### src/rtl/mlq_pkg.sv
// Shared types, codes and sizing constants of the multilevel-queue task picker.
`default_nettype none
package mlq_pkg;

	localparam int TABLE_SLOTS = 64;
	localparam int SLOT_W      = $clog2(TABLE_SLOTS);
	localparam int CNT_W       = $clog2(TABLE_SLOTS + 1);
	localparam int RANK_W      = 52;
	localparam int CFG_IDX_W   = 3;

	localparam logic [RANK_W-1:0] RANK_LIMIT = RANK_W'(64'd5120000000);

	typedef enum logic [1:0] {
		OP_WRITE  = 2'd0,
		OP_ASSIGN = 2'd1,
		OP_PICK   = 2'd2,
		OP_AGE    = 2'd3
	} op_t;

	typedef enum logic [1:0] {
		Q_RR    = 2'd0,
		Q_LCFS  = 2'd1,
		Q_BJF   = 2'd2,
		Q_UNSET = 2'd3
	} queue_t;

	localparam logic [CFG_IDX_W-1:0] CFG_RATIO_PRIO = 3'd0;
	localparam logic [CFG_IDX_W-1:0] CFG_RATIO_ARR  = 3'd1;
	localparam logic [CFG_IDX_W-1:0] CFG_RATIO_EXEC = 3'd2;
	localparam logic [CFG_IDX_W-1:0] CFG_RATIO_SIZE = 3'd3;
	localparam logic [CFG_IDX_W-1:0] CFG_AGING      = 3'd4;

	typedef struct packed {
		logic [15:0] rp;
		logic [15:0] ra;
		logic [15:0] re;
		logic [15:0] rs;
	} ratios_t;

	typedef struct packed {
		logic        runnable;
		logic [1:0]  queue;
		logic [31:0] queue_arrival;
		logic [31:0] run_stamp;
		logic [7:0]  priority_v;
		logic [15:0] arrival;
		logic [31:0] exec_tenths;
		logic [30:0] size;
	} entry_t;

	localparam int ENTRY_W = $bits(entry_t);

endpackage
`default_nettype wire

### src/rtl/mlq_rank.sv
// Best-job-first rank unit: four products through one shared 32x16 multiplier.
`default_nettype none
module mlq_rank (
	input  wire logic                          clk,
	input  wire logic                          arst_n,
	input  wire logic                          start,
	input  wire logic [7:0]                    prio,
	input  wire logic [15:0]                   arr,
	input  wire logic [31:0]                   exec_tenths,
	input  wire logic [30:0]                   size,
	input  wire mlq_pkg::ratios_t              ratios,
	output logic                               done,
	output logic      [mlq_pkg::RANK_W-1:0]    rank
);
	import mlq_pkg::*;

	logic [2:0]        cnt_q;
	logic              busy_q;
	logic              exec_term_q;
	logic [47:0]       prod_q;
	logic [RANK_W-1:0] acc_q;
	logic [7:0]        prio_q;
	logic [15:0]       arr_q;
	logic [31:0]       exec_q;
	logic [30:0]       size_q;
	logic [31:0]       a_op;
	logic [15:0]       b_op;
	logic [47:0]       mul;
	logic [RANK_W-1:0] p_ext;
	logic [RANK_W-1:0] term;

	always_comb begin
		case (cnt_q[1:0])
			2'd0: begin a_op = {24'd0, prio_q}; b_op = ratios.rp; end
			2'd1: begin a_op = {16'd0, arr_q};  b_op = ratios.ra; end
			2'd2: begin a_op = exec_q;          b_op = ratios.re; end
			default: begin a_op = {1'b0, size_q}; b_op = ratios.rs; end
		endcase
		mul   = 48'(a_op) * 48'(b_op);
		p_ext = RANK_W'(prod_q);
		// times ten for every term but the executed count, already in tenths
		term  = exec_term_q ? p_ext : (p_ext << 3) + (p_ext << 1);
	end

	always_ff @(posedge clk or negedge arst_n) begin
		if (!arst_n) begin
			busy_q <= 1'b0;
			done   <= 1'b0;
			cnt_q  <= '0;
		end else begin
			done <= 1'b0;
			if (start) begin
				busy_q <= 1'b1;
				cnt_q  <= '0;
				acc_q  <= '0;
				prio_q <= prio;
				arr_q  <= arr;
				exec_q <= exec_tenths;
				size_q <= size;
			end else if (busy_q) begin
				if (cnt_q != 3'd4) begin
					prod_q      <= mul;
					exec_term_q <= (cnt_q == 3'd2);
				end
				if (cnt_q != 3'd0) begin
					acc_q <= acc_q + term;
				end
				if (cnt_q == 3'd4) begin
					busy_q <= 1'b0;
					done   <= 1'b1;
				end
				cnt_q <= cnt_q + 3'd1;
			end
		end
	end

	assign rank = acc_q;
endmodule
`default_nettype wire

### config.mk
export PLATFORM = sky130hd
export DESIGN_NAME = mlq_rank
export DESIGN_NICKNAME = d
export VERILOG_FILES = /design/src/rtl/mlq_pkg.sv /design/src/rtl/mlq_rank.sv
export SDC_FILE = /design/constraint.sdc
export NUM_CORES = 2
export LEC_CHECK = 0
export ABC_AREA = 1
export BUFFER_PORTS_ARGS = -buffer_cell sky130_fd_sc_hd__buf_4
export CAP_MARGIN = 40
export CORE_MARGIN = 8
export CORE_UTILIZATION = 40
export CTS_BUF_LIST = sky130_fd_sc_hd__clkbuf_8
export CTS_CLUSTER_DIAMETER = 200
export CTS_CLUSTER_SIZE = 24
export DETAILED_ROUTE_END_ITERATION = 10
export REMOVE_ABC_BUFFERS = 1
export SLEW_MARGIN = 20
export SYNTH_ARGS = -nofsm -noshare
export SYNTH_HDL_FRONTEND = slang
export SYNTH_SLANG_ARGS = --single-unit
### constraint.sdc
create_clock -name clk -period 9.4 [get_ports clk]
set_clock_uncertainty 0.2 [all_clocks]
set_input_delay 0 -clock clk [delete_from_list [all_inputs] [get_ports clk]]
set_output_delay 0 -clock clk [all_outputs]
set_load 0.01 [all_outputs]
==> results.toml <==
[finish]
design_area_sq_mm = 0.0368
final_cells = 5582
n_fill_cell = 7877
fin_nets = 5311
area_growth_pct = 15.8
drive_gt1_frac = 0.0949

[floorplanning]
coreArea_sq_mm = 0.0787
die-height_um = 298
ios = 207
num_rows = 103
die_x_um = 298
die_area_sq_mm = 0.0886
start_util = 0.403

[synthesis]
synth_fa_ha_area_frac = 0.352
synth_edf_count = 188
netlist.area_leader.share = 0.265
syn_inst = 4170
synth-simple-area-share = 0.229
yosysSeqAreaShare = 0.182
synthMuxAreaShare = 0.00126
synthTopCellsByCount = "nand2_1 (946), inv_1 (808), nor2_1 (576), fa_1 (420), ha_1 (221)"
post_synth_xor_area_fraction = 0.0207
syn_avg_cell_area_sq_um = 7.61
synth_area_sq_mm = 0.0318
synth_compound_gate_area_share = 0.101
async_flop_share = 0.0259
synth_area_leader_cell = "fa_1"
synth.distinct_cells = 62
synth_flop_cell = "edfxtp_1"
ys_warn_count = 0
yosysMostFrequentCell = "nand2_1"
ys_ff_latch = 193
synth.area.top_cells = "fa_1 (26%), edfxtp_1 (18%), nand2_1 (11%)"
synth_top_family_by_area = "adder cells"

[sta]
setup_viol = 0
setup_tns_ps = 0
layout_min_cycle_time_ps = 8160
hold_viol_final = 0
fmax_mhz = 123
tightest_slew_ps = 801
fin_ws_ps = 1240
period_share = 0.868
rsz0062_at_grt = "false"
drv_slew = 0
relSlewSlack = 0.466

[hold_path]
worstHoldPathCells = 8
holdPathEnd = "prod_q[2]"
min_path_type = "in2reg"
hp-start = "ratios[49]"

[clock_network]
cts_sinks = 193
h-tree-depth = 4
clk_pin_slew_ps = 120
cts_root_buf = "clkbuf_8"
post_cts_buffers = 0
cts_tree = "done"
insertion_delay_ps = 600
cts_buffers = 17
cts_buffer_depth = 2

[detailed_routing]
dr.first_iter.drc_count = 1750
antenna_left = 0
drt-vias-per-instance = 5.06
vias = 28200
dr.pass1.iters = 6
wl_per_cell_um = 18.3
routed_wl_um = 102000
drcViolationCount = 0

[worst_setup_path]
slowest_stage = "ha_1"
worst-endpoint-arrival_ps = 8310
endpoint_kind = "register"
path_delay_family = "adder cells"
worst-endpoint-required_ps = 9550
path_max_fanout = 23
crit_buf_inv = 8
r2r-end = "prod_q[39]"
crit_path_frequent_cell = "nand2_1"
worstRegToRegCells = 30
r2r_slack_ps = 1240
r2r-start = "cnt_q[0]"
crit_type = "reg2reg"
start_kind = "register"
slowest_delay_ps = 610

[global_routing]
grt_pass1_vias = 29300
overflow = 0
antenna_found_initial = 2
grtUsageTotal = 0.230
grt_pass1_wl_um = 161000
grt_max_degree = 78

[place]
pre_cts_ws_ps = 1180
dp_hpwl_um = 84600
port_buffers = 206
gp_congestion = 0.942
placed_area_sq_mm = 0.0345
post-place-cells = 5366

[outcome]
status = "finished clean"

[flow_run]
maxCapViolations = 0
==> sequential cells by signal (all words and copies together), names as in the netlist, 3 cells and up <==
signal / flops
arr_q: 16
cnt_q: 3
exec_q: 32
prio_q: 8
prod_q: 48
rank: 52
size_q: 31
==> cell usage in the layout (no fill, tap or decap), drive strengths merged, types with 38 or more instances in the layout <==
cell	instances
buf	238
nand2	970
nand3	130
inv	851
o21bai	38
edfxtp	188
dlygate4sd3	180
nor2	601
a21oi	197
ha	221
o21ai	175
xor2	52
fa	420
==> worst max-delay path by stage <==
stage | startpoint | endpoint | slack, ps | cells past startpoint
2_1_floorplan | cnt_q[0] | prod_q[39] | 1620 | 27
3_3_place_gp | cnt_q[0] | prod_q[39] | 1210 | 27
3_5_place_dp | cnt_q[0] | prod_q[39] | 1180 | 30
4_1_cts | cnt_q[0] | prod_q[39] | 1170 | 30
5_1_grt | cnt_q[0] | prod_q[39] | 740 | 29
6_report | cnt_q[0] | prod_q[39] | 1240 | 30
==> metal layers <==
layer / global-route usage / wire [um] / vias to the layer above
li1: - / - / 13700
met1: 0.286 / 42700 / 13600
met2: 0.406 / 50600 / 837
met3: 0.0290 / 5110 / 172
met4: 0.0842 / 3850 / 0
met5: 0 / 0 / -
==> cells by family (layout without fill, tap and decap cells) <==
group / after synthesis / count (layout)
other: 0 / 3
XOR/XNOR: 75 / 75
AND/OR/NAND/NOR: 1787 / 1787
adder cells (fa/ha/maj): 641 / 641
AO/OA/AOI/OAI: 526 / 526
flip-flops: 193 / 193
buffers and inverters: 944 / 1303
multiplexers: 4 / 4
==> worst register-to-register path, delay by kind of cell, from the launching register on <==
family | cells | cell delay, ps
buf+inv | 8 | 1340
simple gates | 8 | 710
flops | 1 | 450
fa+ha+maj | 8 | 3990
compound gates | 6 | 1240
==> per-stage QoR <==
step / util / hold WS [ps]
3_3_place_gp: 0.437 / -21.7
2_1_floorplan: - / -496
3_5_place_dp: 0.438 / -20.6
4_1_cts: 0.467 / 126
6_report: 0.467 / 171
5_1_grt: 0.467 / 180
==> what timing repair did <==
item | CTS | global route
hold buffers | 180 | 0
endpoints found under the hold margin | 195 | 0
resized for setup | 0 | 0
==> cell type report <==
class,instances,area (sq um),area share
multi-input combinational,3033,22400,0.608
sequential,193,5770,0.157
timing repair buffer,418,3660,0.0996
inverter,853,3200,0.0871
tap,1050,1310,0.0357
clock buffer,18,248,0.00674
clock inverter,14,199,0.00541
antenna,3,7.51,0.000204
Power is left out: the tool's default activity adds up to more than one toggle a clock period on the data nets, which glitch-free logic cannot reach.
