**src/rtl/mlq_ram.sv**
```systemverilog
// Generic single-write, single-read RAM with registered read data.
`default_nettype none
module mlq_ram #(
	parameter int WIDTH = 8,
	parameter int DEPTH = 16
) (
	input  wire logic                     clk,
	input  wire logic                     we,
	input  wire logic [$clog2(DEPTH)-1:0] waddr,
	input  wire logic [WIDTH-1:0]         wdata,
	input  wire logic                     re,
	input  wire logic [$clog2(DEPTH)-1:0] raddr,
	output logic      [WIDTH-1:0]         rdata
);
	logic [WIDTH-1:0] mem [DEPTH];

	always_ff @(posedge clk) begin
		if (we) begin
			mem[waddr] <= wdata;
		end
		if (re) begin
			rdata <= mem[raddr];
		end
	end
endmodule
`default_nettype wire

```
**config.mk**
```make
export PLATFORM = sky130hd
export DESIGN_NAME = mlq_ram
export DESIGN_NICKNAME = d
export VERILOG_FILES = /design/src/rtl/mlq_ram.sv
export SDC_FILE = /design/constraint.sdc
export NUM_CORES = 1
export LEC_CHECK = 0
export BUFFER_PORTS_ARGS = -buffer_cell sky130_fd_sc_hd__buf_2
export CORE_MARGIN = 2
export CORE_UTILIZATION = 41
export CTS_CLUSTER_DIAMETER = 200
export DETAILED_ROUTE_END_ITERATION = 16
export SYNTH_ARGS = -nofsm -noshare
export SYNTH_HDL_FRONTEND = slang
export SYNTH_SLANG_ARGS = --single-unit
export TNS_END_PERCENT = 1
```
**constraint.sdc**
```tcl
create_clock -name clk -period 1.72 [get_ports clk]
set_clock_uncertainty 0.1 [all_clocks]
set_input_delay 0.086 -clock clk [delete_from_list [all_inputs] [get_ports clk]]
set_output_delay 0.086 -clock clk [all_outputs]
set_load 0.005 [all_outputs]
```
==> run metrics, run 1 <==
startpoint types register; H-tree levels 4; final hold violations 0; Final Cell Area 6470 um^2; postcts setup bufs 0; Least-Margin Pin Slew 0.396 ns; Core Rows 41; Hold Path Class in2reg; outcome complete, no violations; post-synthesis sequential area ratio 78.1%; WL final 9990 um; Layout Cells excl Fill 489; Yosys warning count 0; RSZ-0062 raised after global routing no; vias in the first global route 2,680; drt first pass iters 4; GRT Total Usage 16.6%; arrival time of the worst setup path 1.65 ns; Inserted Clock Buffers 17; Clk Tree Root Cell clkbuf_16; antenna violations before repair 0; crit path capture type register; CP max FO 1; Mapped Avg Cell Area 22.8 um^2; Core Region 12,500 um^2; first-pass GRT wire length 15,400 um; Avg Vias per Cell 5.16; Sink Count 136; Leak Pwr 2.22 nW; share of layout cells above drive strength 1 33.1%; synthesized area 5230 um^2; nets@finish 323; Syn Nets 248; number of max-cap violations 0; Initial Util 41.8%; Util after Layout 51.7%; pre-CTS setup slack -0.0391 ns; Post-Syn Instances 229; fin. max-slew vios 0; Tcrit/Tclk final 93.1%; antenna-violating nets left 0; most frequent cells in the layout edfxtp_1 (136), buf_4 (29), buf_2 (26); Die ar. 13,700 um^2; Distinct cells, synth 18; pin count of the biggest net entering global routing 20; vias 2,521; Yosys reg bits 136; Clk pin slew, worst setup/hold paths 0.06 ns; Max Freq 0.625 GHz; Longest Clk Path Bufs 2; most common cell after layout, fill and taps aside edfxtp_1; routability congestion estimate 0.737; Req. time, crit path 1.77 ns; fillers 992; dpl cells 448; Chip Height 117 um; TritonCTS clock tree yes; IO Pins 27; CP Class reg2reg; final setup vio count 0; hpwl dp 6700 um; relative slew slack 73.6%; area grow syn2layout 23.7%; # diodes 0; maximum vdd drop 0.000733 V; Post-DP Area 5740 um^2; die width 117 um; port bufs 26; grt ovf 0; DRC violations left 0; power density over cell area 1240 nW/um^2; Wirelength per Cell 20.4 um; drt first-iter violations 252; Final min period 1.60 ns; post-route setup slack 0.119 ns; Clock Latency Late Sink 0.41 ns
-- power breakdown --
part	switching, mW	total (mW)	leakage (nW)	internal, mW
Combinational	0.195	0.366	0.683	0.170
Sequential	0.0183	3.75	1.24	3.74
Clock	1.31	3.88	0.305	2.56
-- critical path, cell delays in order (launching register included) --
cell      delay (ns)
edfxtp_1        0.36
mux4_1          0.51
a22oi_1         0.24
nand2_1         0.12
-- path summary, 6_finish.rpt --
kind	start	to	slack (ns)	cells past startpoint
setup / recovery	mem[1][5]	rdata[5]	0.12	3
hold / removal	waddr[3]	mem[3][7]	0.07	3
hold reg to reg	mem[15][2]	rdata[2]	0.64	3
setup reg to reg	mem[1][5]	rdata[5]	0.12	3
-- per-stage QoR --
stage / hold WS, ns / TNS, ns / power (mW)
2_1_floorplan: 0.0849 / 0 / 4.01
3_3_place_gp: 0.371 / -0.0541 / 4.17
3_5_place_dp: 0.365 / -0.0628 / 4.18
4_1_cts: 0.0549 / 0 / 8.08
5_1_grt: 0.0819 / 0 / 8.24
6_report: 0.0702 / 0 / 8.00
-- cells by family after synthesis --
kind of cell           synth area share, %
buffers and inverters                 1.65
and+or+nand+nor                       3.14
AOI/OAI and AO/OA                     2.30
DFF                                   78.1
muxes                                 14.8
-- routing by layer --
layer  GRT usage, %  routed length, um
met1           21.1               4210
met5              0                  0
met4           6.59                102
met3           5.36                577
met2           26.9               5110
-- sequential cells by signal, summed over array words and instances (netlist names) --
name	cells
rdata	8
mem	128
-- cells in the mapped netlist --
master,count,share of area [%]
mux4_1,14,7.0
buf_6,3,0.65
clkdlybuf4s25_2,3,0.57
edfxtp_1,136,78
and2_1,1,0.12
and2b_1,1,0.14
nand3_1,1,0.096
nand2b_1,2,0.24
mux4_2,18,7.8
nand2_1,9,0.65
or3b_2,1,0.17
nor3_1,4,0.38
nor2b_1,1,0.12
nor2_1,13,0.93
buf_2,3,0.29
buf_4,1,0.14
nand3b_1,2,0.29
a22oi_1,16,2.3
-- timing repair --
action                    in CTS  in global routing
gates resized for setup        0                  0
hold endpoints to repair     136                  0
hold buffers                   9                  0
-- area by class of cell --
class | count | area (um^2) | area share [%]
clock buffer | 19 | 433 | 6.69
clock inverter | 13 | 201 | 3.11
multi-input combinational | 83 | 1060 | 16.3
timing repair buffer | 66 | 478 | 7.39
tap | 172 | 215 | 3.33
sequential | 136 | 4080 | 63.1
No activity file was read; power rests on OpenSTA's default activity.
==> inputs of run 2 (changes only) <==
--- a/config.mk
+++ b/config.mk
@@ -10,6 +10,7 @@
 export CORE_UTILIZATION = 41
 export CTS_CLUSTER_DIAMETER = 200
 export DETAILED_ROUTE_END_ITERATION = 16
+export MAX_ROUTING_LAYER = met4
 export SYNTH_ARGS = -nofsm -noshare
 export SYNTH_HDL_FRONTEND = slang
 export SYNTH_SLANG_ARGS = --single-unit
==> run metrics, run 2 (synthesis gave the netlist of run 1 again) <==
CP max FO 1 (unchanged); Tcrit/Tclk final 94.4% (was 93.1%); drt first-iter violations 258 (was 252); share of layout cells above drive strength 1 33.1% (unchanged); top sig layer met4 (unchanged); RSZ-0062 raised after global routing no (unchanged); Avg Vias per Cell 5.16 (about the same); power density over cell area 1240 nW/um^2 (about the same); length in cells of the worst reg-to-reg path 3 (unchanged); antenna violations before repair 0 (unchanged); area grow syn2layout 23.7% (unchanged); die width 117 um (unchanged); IO Pins 27 (unchanged); final hold violations 0 (unchanged); Req. time, crit path 1.77 ns (about the same); startpoint types register (unchanged); antenna-violating nets left 0 (unchanged); vias in the first global route 2,668 (was 2,680); worst-path cell chain mux4_1 > a22oi_1 > nand2_1 (unchanged); outcome complete, no violations (unchanged); fillers 992 (unchanged); routed wl met3 417 um (was 577 um); first-pass GRT wire length 15,500 um (was 15,400 um); fin. max-slew vios 0 (unchanged); grt ovf 0 (unchanged); Layout Cells excl Fill 489 (unchanged); pin count of the biggest net entering global routing 20 (unchanged); Post-DP Area 5740 um^2 (unchanged); H-tree levels 4 (unchanged); hpwl dp 6700 um (unchanged); Final min period 1.62 ns (was 1.60 ns); critical path's largest stage delay 0.54 ns (was 0.51 ns); TritonCTS clock tree yes (unchanged); Least-Margin Pin Slew 0.407 ns (was 0.396 ns); Final Cell Area 6470 um^2 (unchanged); Final Power 8.00 mW (about the same); DRC violations left 0 (unchanged); nets@finish 323 (unchanged); Clock Latency Late Sink 0.42 ns (was 0.41 ns); relative slew slack 72.9% (was 73.6%); port bufs 26 (unchanged); crit path capture type register (unchanged); most common cell after layout, fill and taps aside edfxtp_1 (unchanged); met2 wire length 5040 um (was 5110 um); hold depth 3 (unchanged); Hold Path Class in2reg (unchanged); Clk Tree Root Cell clkbuf_16 (unchanged); CP Class reg2reg (unchanged); Max Freq 0.616 GHz (was 0.625 GHz); Clk pin slew, worst setup/hold paths 0.05 ns (was 0.06 ns); Leak Pwr 2.22 nW (unchanged); DRT met1 WL 4460 um (was 4210 um); CTS Hold Buffers Added 9 (unchanged); postcts setup bufs 0 (unchanged); Reg with most FFs mem (unchanged); post_cts resized 0 (unchanged); dpl cells 448 (unchanged); Chip Height 117 um (unchanged); biggest regs mem (128), rdata (8) (unchanged); arrival time of the worst setup path 1.68 ns (was 1.65 ns); Sink Count 136 (unchanged); # diodes 0 (unchanged); GRT Total Usage 17.2% (was 16.6%); CP max stage cell mux4_1 (unchanged); routability congestion estimate 0.746 (was 0.737); Die ar. 13,700 um^2 (unchanged); Longest Clk Path Bufs 2 (unchanged); max reg flops 128 (unchanged); Core Region 12,500 um^2 (unchanged); drt first pass iters 4 (unchanged); maximum vdd drop 0.000739 V (was 0.000733 V); WL final 10,000 um (was 9990 um); Wirelength per Cell 20.5 um (was 20.4 um); Initial Util 41.8% (unchanged); Core Rows 41 (unchanged); number of max-cap violations 0 (unchanged); vias 2,523 (was 2,521); Inserted Clock Buffers 17 (unchanged); most frequent cells in the layout edfxtp_1 (136), buf_4 (29), buf_2 (26) (unchanged); final setup vio count 0 (unchanged)
[run 2: power breakdown]
group          total [mW]  switching [mW]  internal, mW
clock                3.88            1.32          2.56
combinational       0.367           0.196         0.170
sequential           3.75          0.0183          3.74
total                8.00            1.54          6.47
[run 2: routing by layer]
| metal | vias up | track usage, % |
|---|---|---|
| li1 | 1130 | - |
| met1 | 1327 | 21.2 |
| met2 | 54 | 26.9 |
| met3 | 12 | 5.25 |
| met4 | 0 | 7.06 |
| met5 | - | - |
[run 2: critical path, delay by kind of cell, from the launching register on]
family          cells  cell delay [ns]
flops               1             0.36
compound gates      1             0.26
mux                 1             0.54
simple gates        1             0.11
[run 2: worst paths after layout]
kind | from | slack (ns) | end
max | mem[5][0] | 0.1 | rdata[0]
max reg2reg | mem[5][0] | 0.1 | rdata[0]
min reg2reg | mem[15][2] | 0.64 | rdata[2]
min | waddr[3] | 0.07 | mem[3][7]
[run 2: stage by stage]
stage	hold WS, ns	util [%]	worst slack, ns	setup TNS, ns
final	0.0707	51.7	0.0959	0
after detailed placement	0.365	45.9	-0.0391	-0.0628
after global placement	0.371	45.9	-0.0297	-0.0541
after global routing	0.0801	51.7	0.0187	0
after floorplan	0.0849	-	0.0411	0
after CTS	0.0549	51.7	0.0946	0
[run 2: area by class of cell]
class / instances / area, um^2 / area share [%]
well taps: 172 / 215 / 3.33
multi-input cells: 83 / 1060 / 16.3
flip-flops and latches: 136 / 4080 / 63.1
clock inverters: 13 / 201 / 3.11
clock buffers: 19 / 433 / 6.69
repair buffers: 66 / 478 / 7.39
==> inputs of run 3 (changes only) <==
--- a/config.mk
+++ b/config.mk
@@ -8,10 +8,11 @@
 export BUFFER_PORTS_ARGS = -buffer_cell sky130_fd_sc_hd__buf_2
 export CORE_MARGIN = 2
 export CORE_UTILIZATION = 41
+export CTS_BUF_LIST = sky130_fd_sc_hd__clkbuf_8
 export CTS_CLUSTER_DIAMETER = 200
 export DETAILED_ROUTE_END_ITERATION = 16
 export MAX_ROUTING_LAYER = met4
 export SYNTH_ARGS = -nofsm -noshare
 export SYNTH_HDL_FRONTEND = slang
 export SYNTH_SLANG_ARGS = --single-unit
-export TNS_END_PERCENT = 1
+export TNS_END_PERCENT = 20
==> run metrics, run 3 (synthesis gave the netlist of run 1 again) <==
Util after Layout 50.2% (was 51.7%); drt first pass iters 5 (was 4); Chip Height 117 um (unchanged); pin count of the biggest net entering global routing 20 (unchanged); Sink Count 136 (unchanged); share of layout cells above drive strength 1 33.4% (was 33.1%); vias in the first global route 2,648 (was 2,668); fin. max-slew vios 0 (unchanged); Reg with most FFs mem (unchanged); final setup vio count 0 (unchanged); Avg Vias per Cell 5.08 (was 5.16); GRT Total Usage 16.9% (was 17.2%); H-tree levels 4 (unchanged); NetSw 1.40 mW (was 1.54 mW); nets@finish 323 (unchanged); first-pass GRT wire length 15,300 um (was 15,500 um); CP max FO 1 (unchanged); TritonCTS clock tree yes (unchanged); Layout Cells excl Fill 489 (unchanged); DRC violations left 0 (unchanged); biggest regs mem (128), rdata (8) (unchanged); crit path capture type register (unchanged); Clk Tree Root Cell clkbuf_8 (was clkbuf_16); Wirelength per Cell 20.3 um (was 20.5 um); IO Pins 27 (unchanged); RSZ-0062 raised after global routing no (unchanged); most common cell after layout, fill and taps aside edfxtp_1 (unchanged); power density over cell area 1110 nW/um^2 (was 1240 nW/um^2); sequential power share 53.5% (was 46.9%); die width 117 um (unchanged); Internal Power 5.61 mW (was 6.47 mW); antenna violations before repair 0 (unchanged); Final Power 7.00 mW (was 8.00 mW); routability congestion estimate 0.746 (unchanged); switching share of total power 19.9% (was 19.2%); Leak Pwr 2.14 nW (was 2.22 nW); drt first-iter violations 238 (was 258); hpwl dp 6700 um (unchanged); Clock Latency Late Sink 0.43 ns (was 0.42 ns); Hold Path Class in2reg (unchanged); Clk pin slew, worst setup/hold paths 0.07 ns (was 0.05 ns); maximum vdd drop 0.000470 V (was 0.000739 V); Inserted Clock Buffers 17 (unchanged); Final Cell Area 6280 um^2 (was 6470 um^2); port bufs 26 (unchanged); power share of the combinational group 5.2% (was 4.6%); setup TNS 0 ns (unchanged); arrival time of the worst setup path 1.67 ns (was 1.68 ns); grt ovf 0 (unchanged); Post-DP Area 5740 um^2 (unchanged); Die ar. 13,700 um^2 (unchanged); vias 2,483 (was 2,523); antenna-violating nets left 0 (unchanged); startpoint types register (unchanged); fillers 1,021 (was 992); number of max-cap violations 0 (unchanged); postcts setup bufs 0 (unchanged); WL final 9910 um (was 10,000 um); dpl cells 448 (unchanged); Core Rows 41 (unchanged); Core Region 12,500 um^2 (unchanged); area grow syn2layout 20.2% (was 23.7%); Longest Clk Path Bufs 2 (unchanged); Least-Margin Pin Slew 0.382 ns (was 0.407 ns); max reg flops 128 (unchanged); Final min period 1.60 ns (was 1.62 ns); outcome complete, no violations (unchanged); Initial Util 41.8% (unchanged); Req. time, crit path 1.79 ns (was 1.77 ns); most frequent cells in the layout edfxtp_1 (136), buf_4 (29), buf_2 (26) (unchanged); Max Freq 0.626 GHz (was 0.616 GHz); CP Class reg2reg (unchanged); relative slew slack 74.5% (was 72.9%); Tcrit/Tclk final 92.9% (was 94.4%); # diodes 0 (unchanged); Clk pwr share 41.3% (was 48.5%); final hold violations 0 (unchanged)
-- run 3: final cells by class --
class | instances | area [um^2] | area share [%]
Multi-Input combinational cell | 83 | 1060 | 16.9
Clock buffer | 17 | 234 | 3.72
Tap cell | 172 | 215 | 3.43
Clock inverter | 15 | 209 | 3.33
Timing Repair Buffer | 66 | 478 | 7.61
Sequential cell | 136 | 4080 | 65.0
-- run 3: worst max-delay path, stage by stage, from the launching register on --
cell and delay [ns]:
edfxtp_1 0.36, mux4_1 0.54, a22oi_1 0.23, nand2_1 0.11
-- run 3: power by group through the flow --
stage                     registers, mW  clock network, mW  logic (mW)
after global placement             3.82                  0       0.349
after floorplan                    3.82                  0       0.188
after CTS                          3.75               2.95       0.374
after detailed placement           3.82                  0       0.358
final                              3.75               2.89       0.367
after global routing               3.75               3.07       0.407
-- run 3: worst paths after layout --
check                                 end  startpoint  slack [ns]  cells past startpoint
worst max-delay path             rdata[0]   mem[5][0]        0.12                      3
worst min register to register   rdata[2]  mem[15][2]        0.64                      3
worst max register to register   rdata[0]   mem[5][0]        0.12                      3
worst min-delay path            mem[3][7]    waddr[3]        0.06                      3
-- run 3: repair_timing --
action	in CTS	in global routing
endpoints found under the hold margin	136	0
hold buffers	9	0
endpoints found under the setup margin	0	1
resized for setup	0	1
-- run 3: layer usage --
layer  part of all wire, %  wire [um]  global-route usage, %  up-vias
li1                      -          -                      -     1126
met2                    50       4970                   26.6       64
met5                     0          0                      -        -
met1                    44       4350                   20.4     1278
met3                   4.2        419                   4.69       15
met4                   1.8        176                   7.76        0
-- run 3: through the flow --
| stage | setup WS [ns] | hold WS (ns) |
|---|---|---|
| after floorplan | 0.0411 | 0.0849 |
| after global placement | -0.0297 | 0.371 |
| after detailed placement | -0.0391 | 0.365 |
| after CTS | 0.109 | 0.0287 |
| after global routing | 0.0364 | 0.0529 |
| final | 0.122 | 0.0555 |
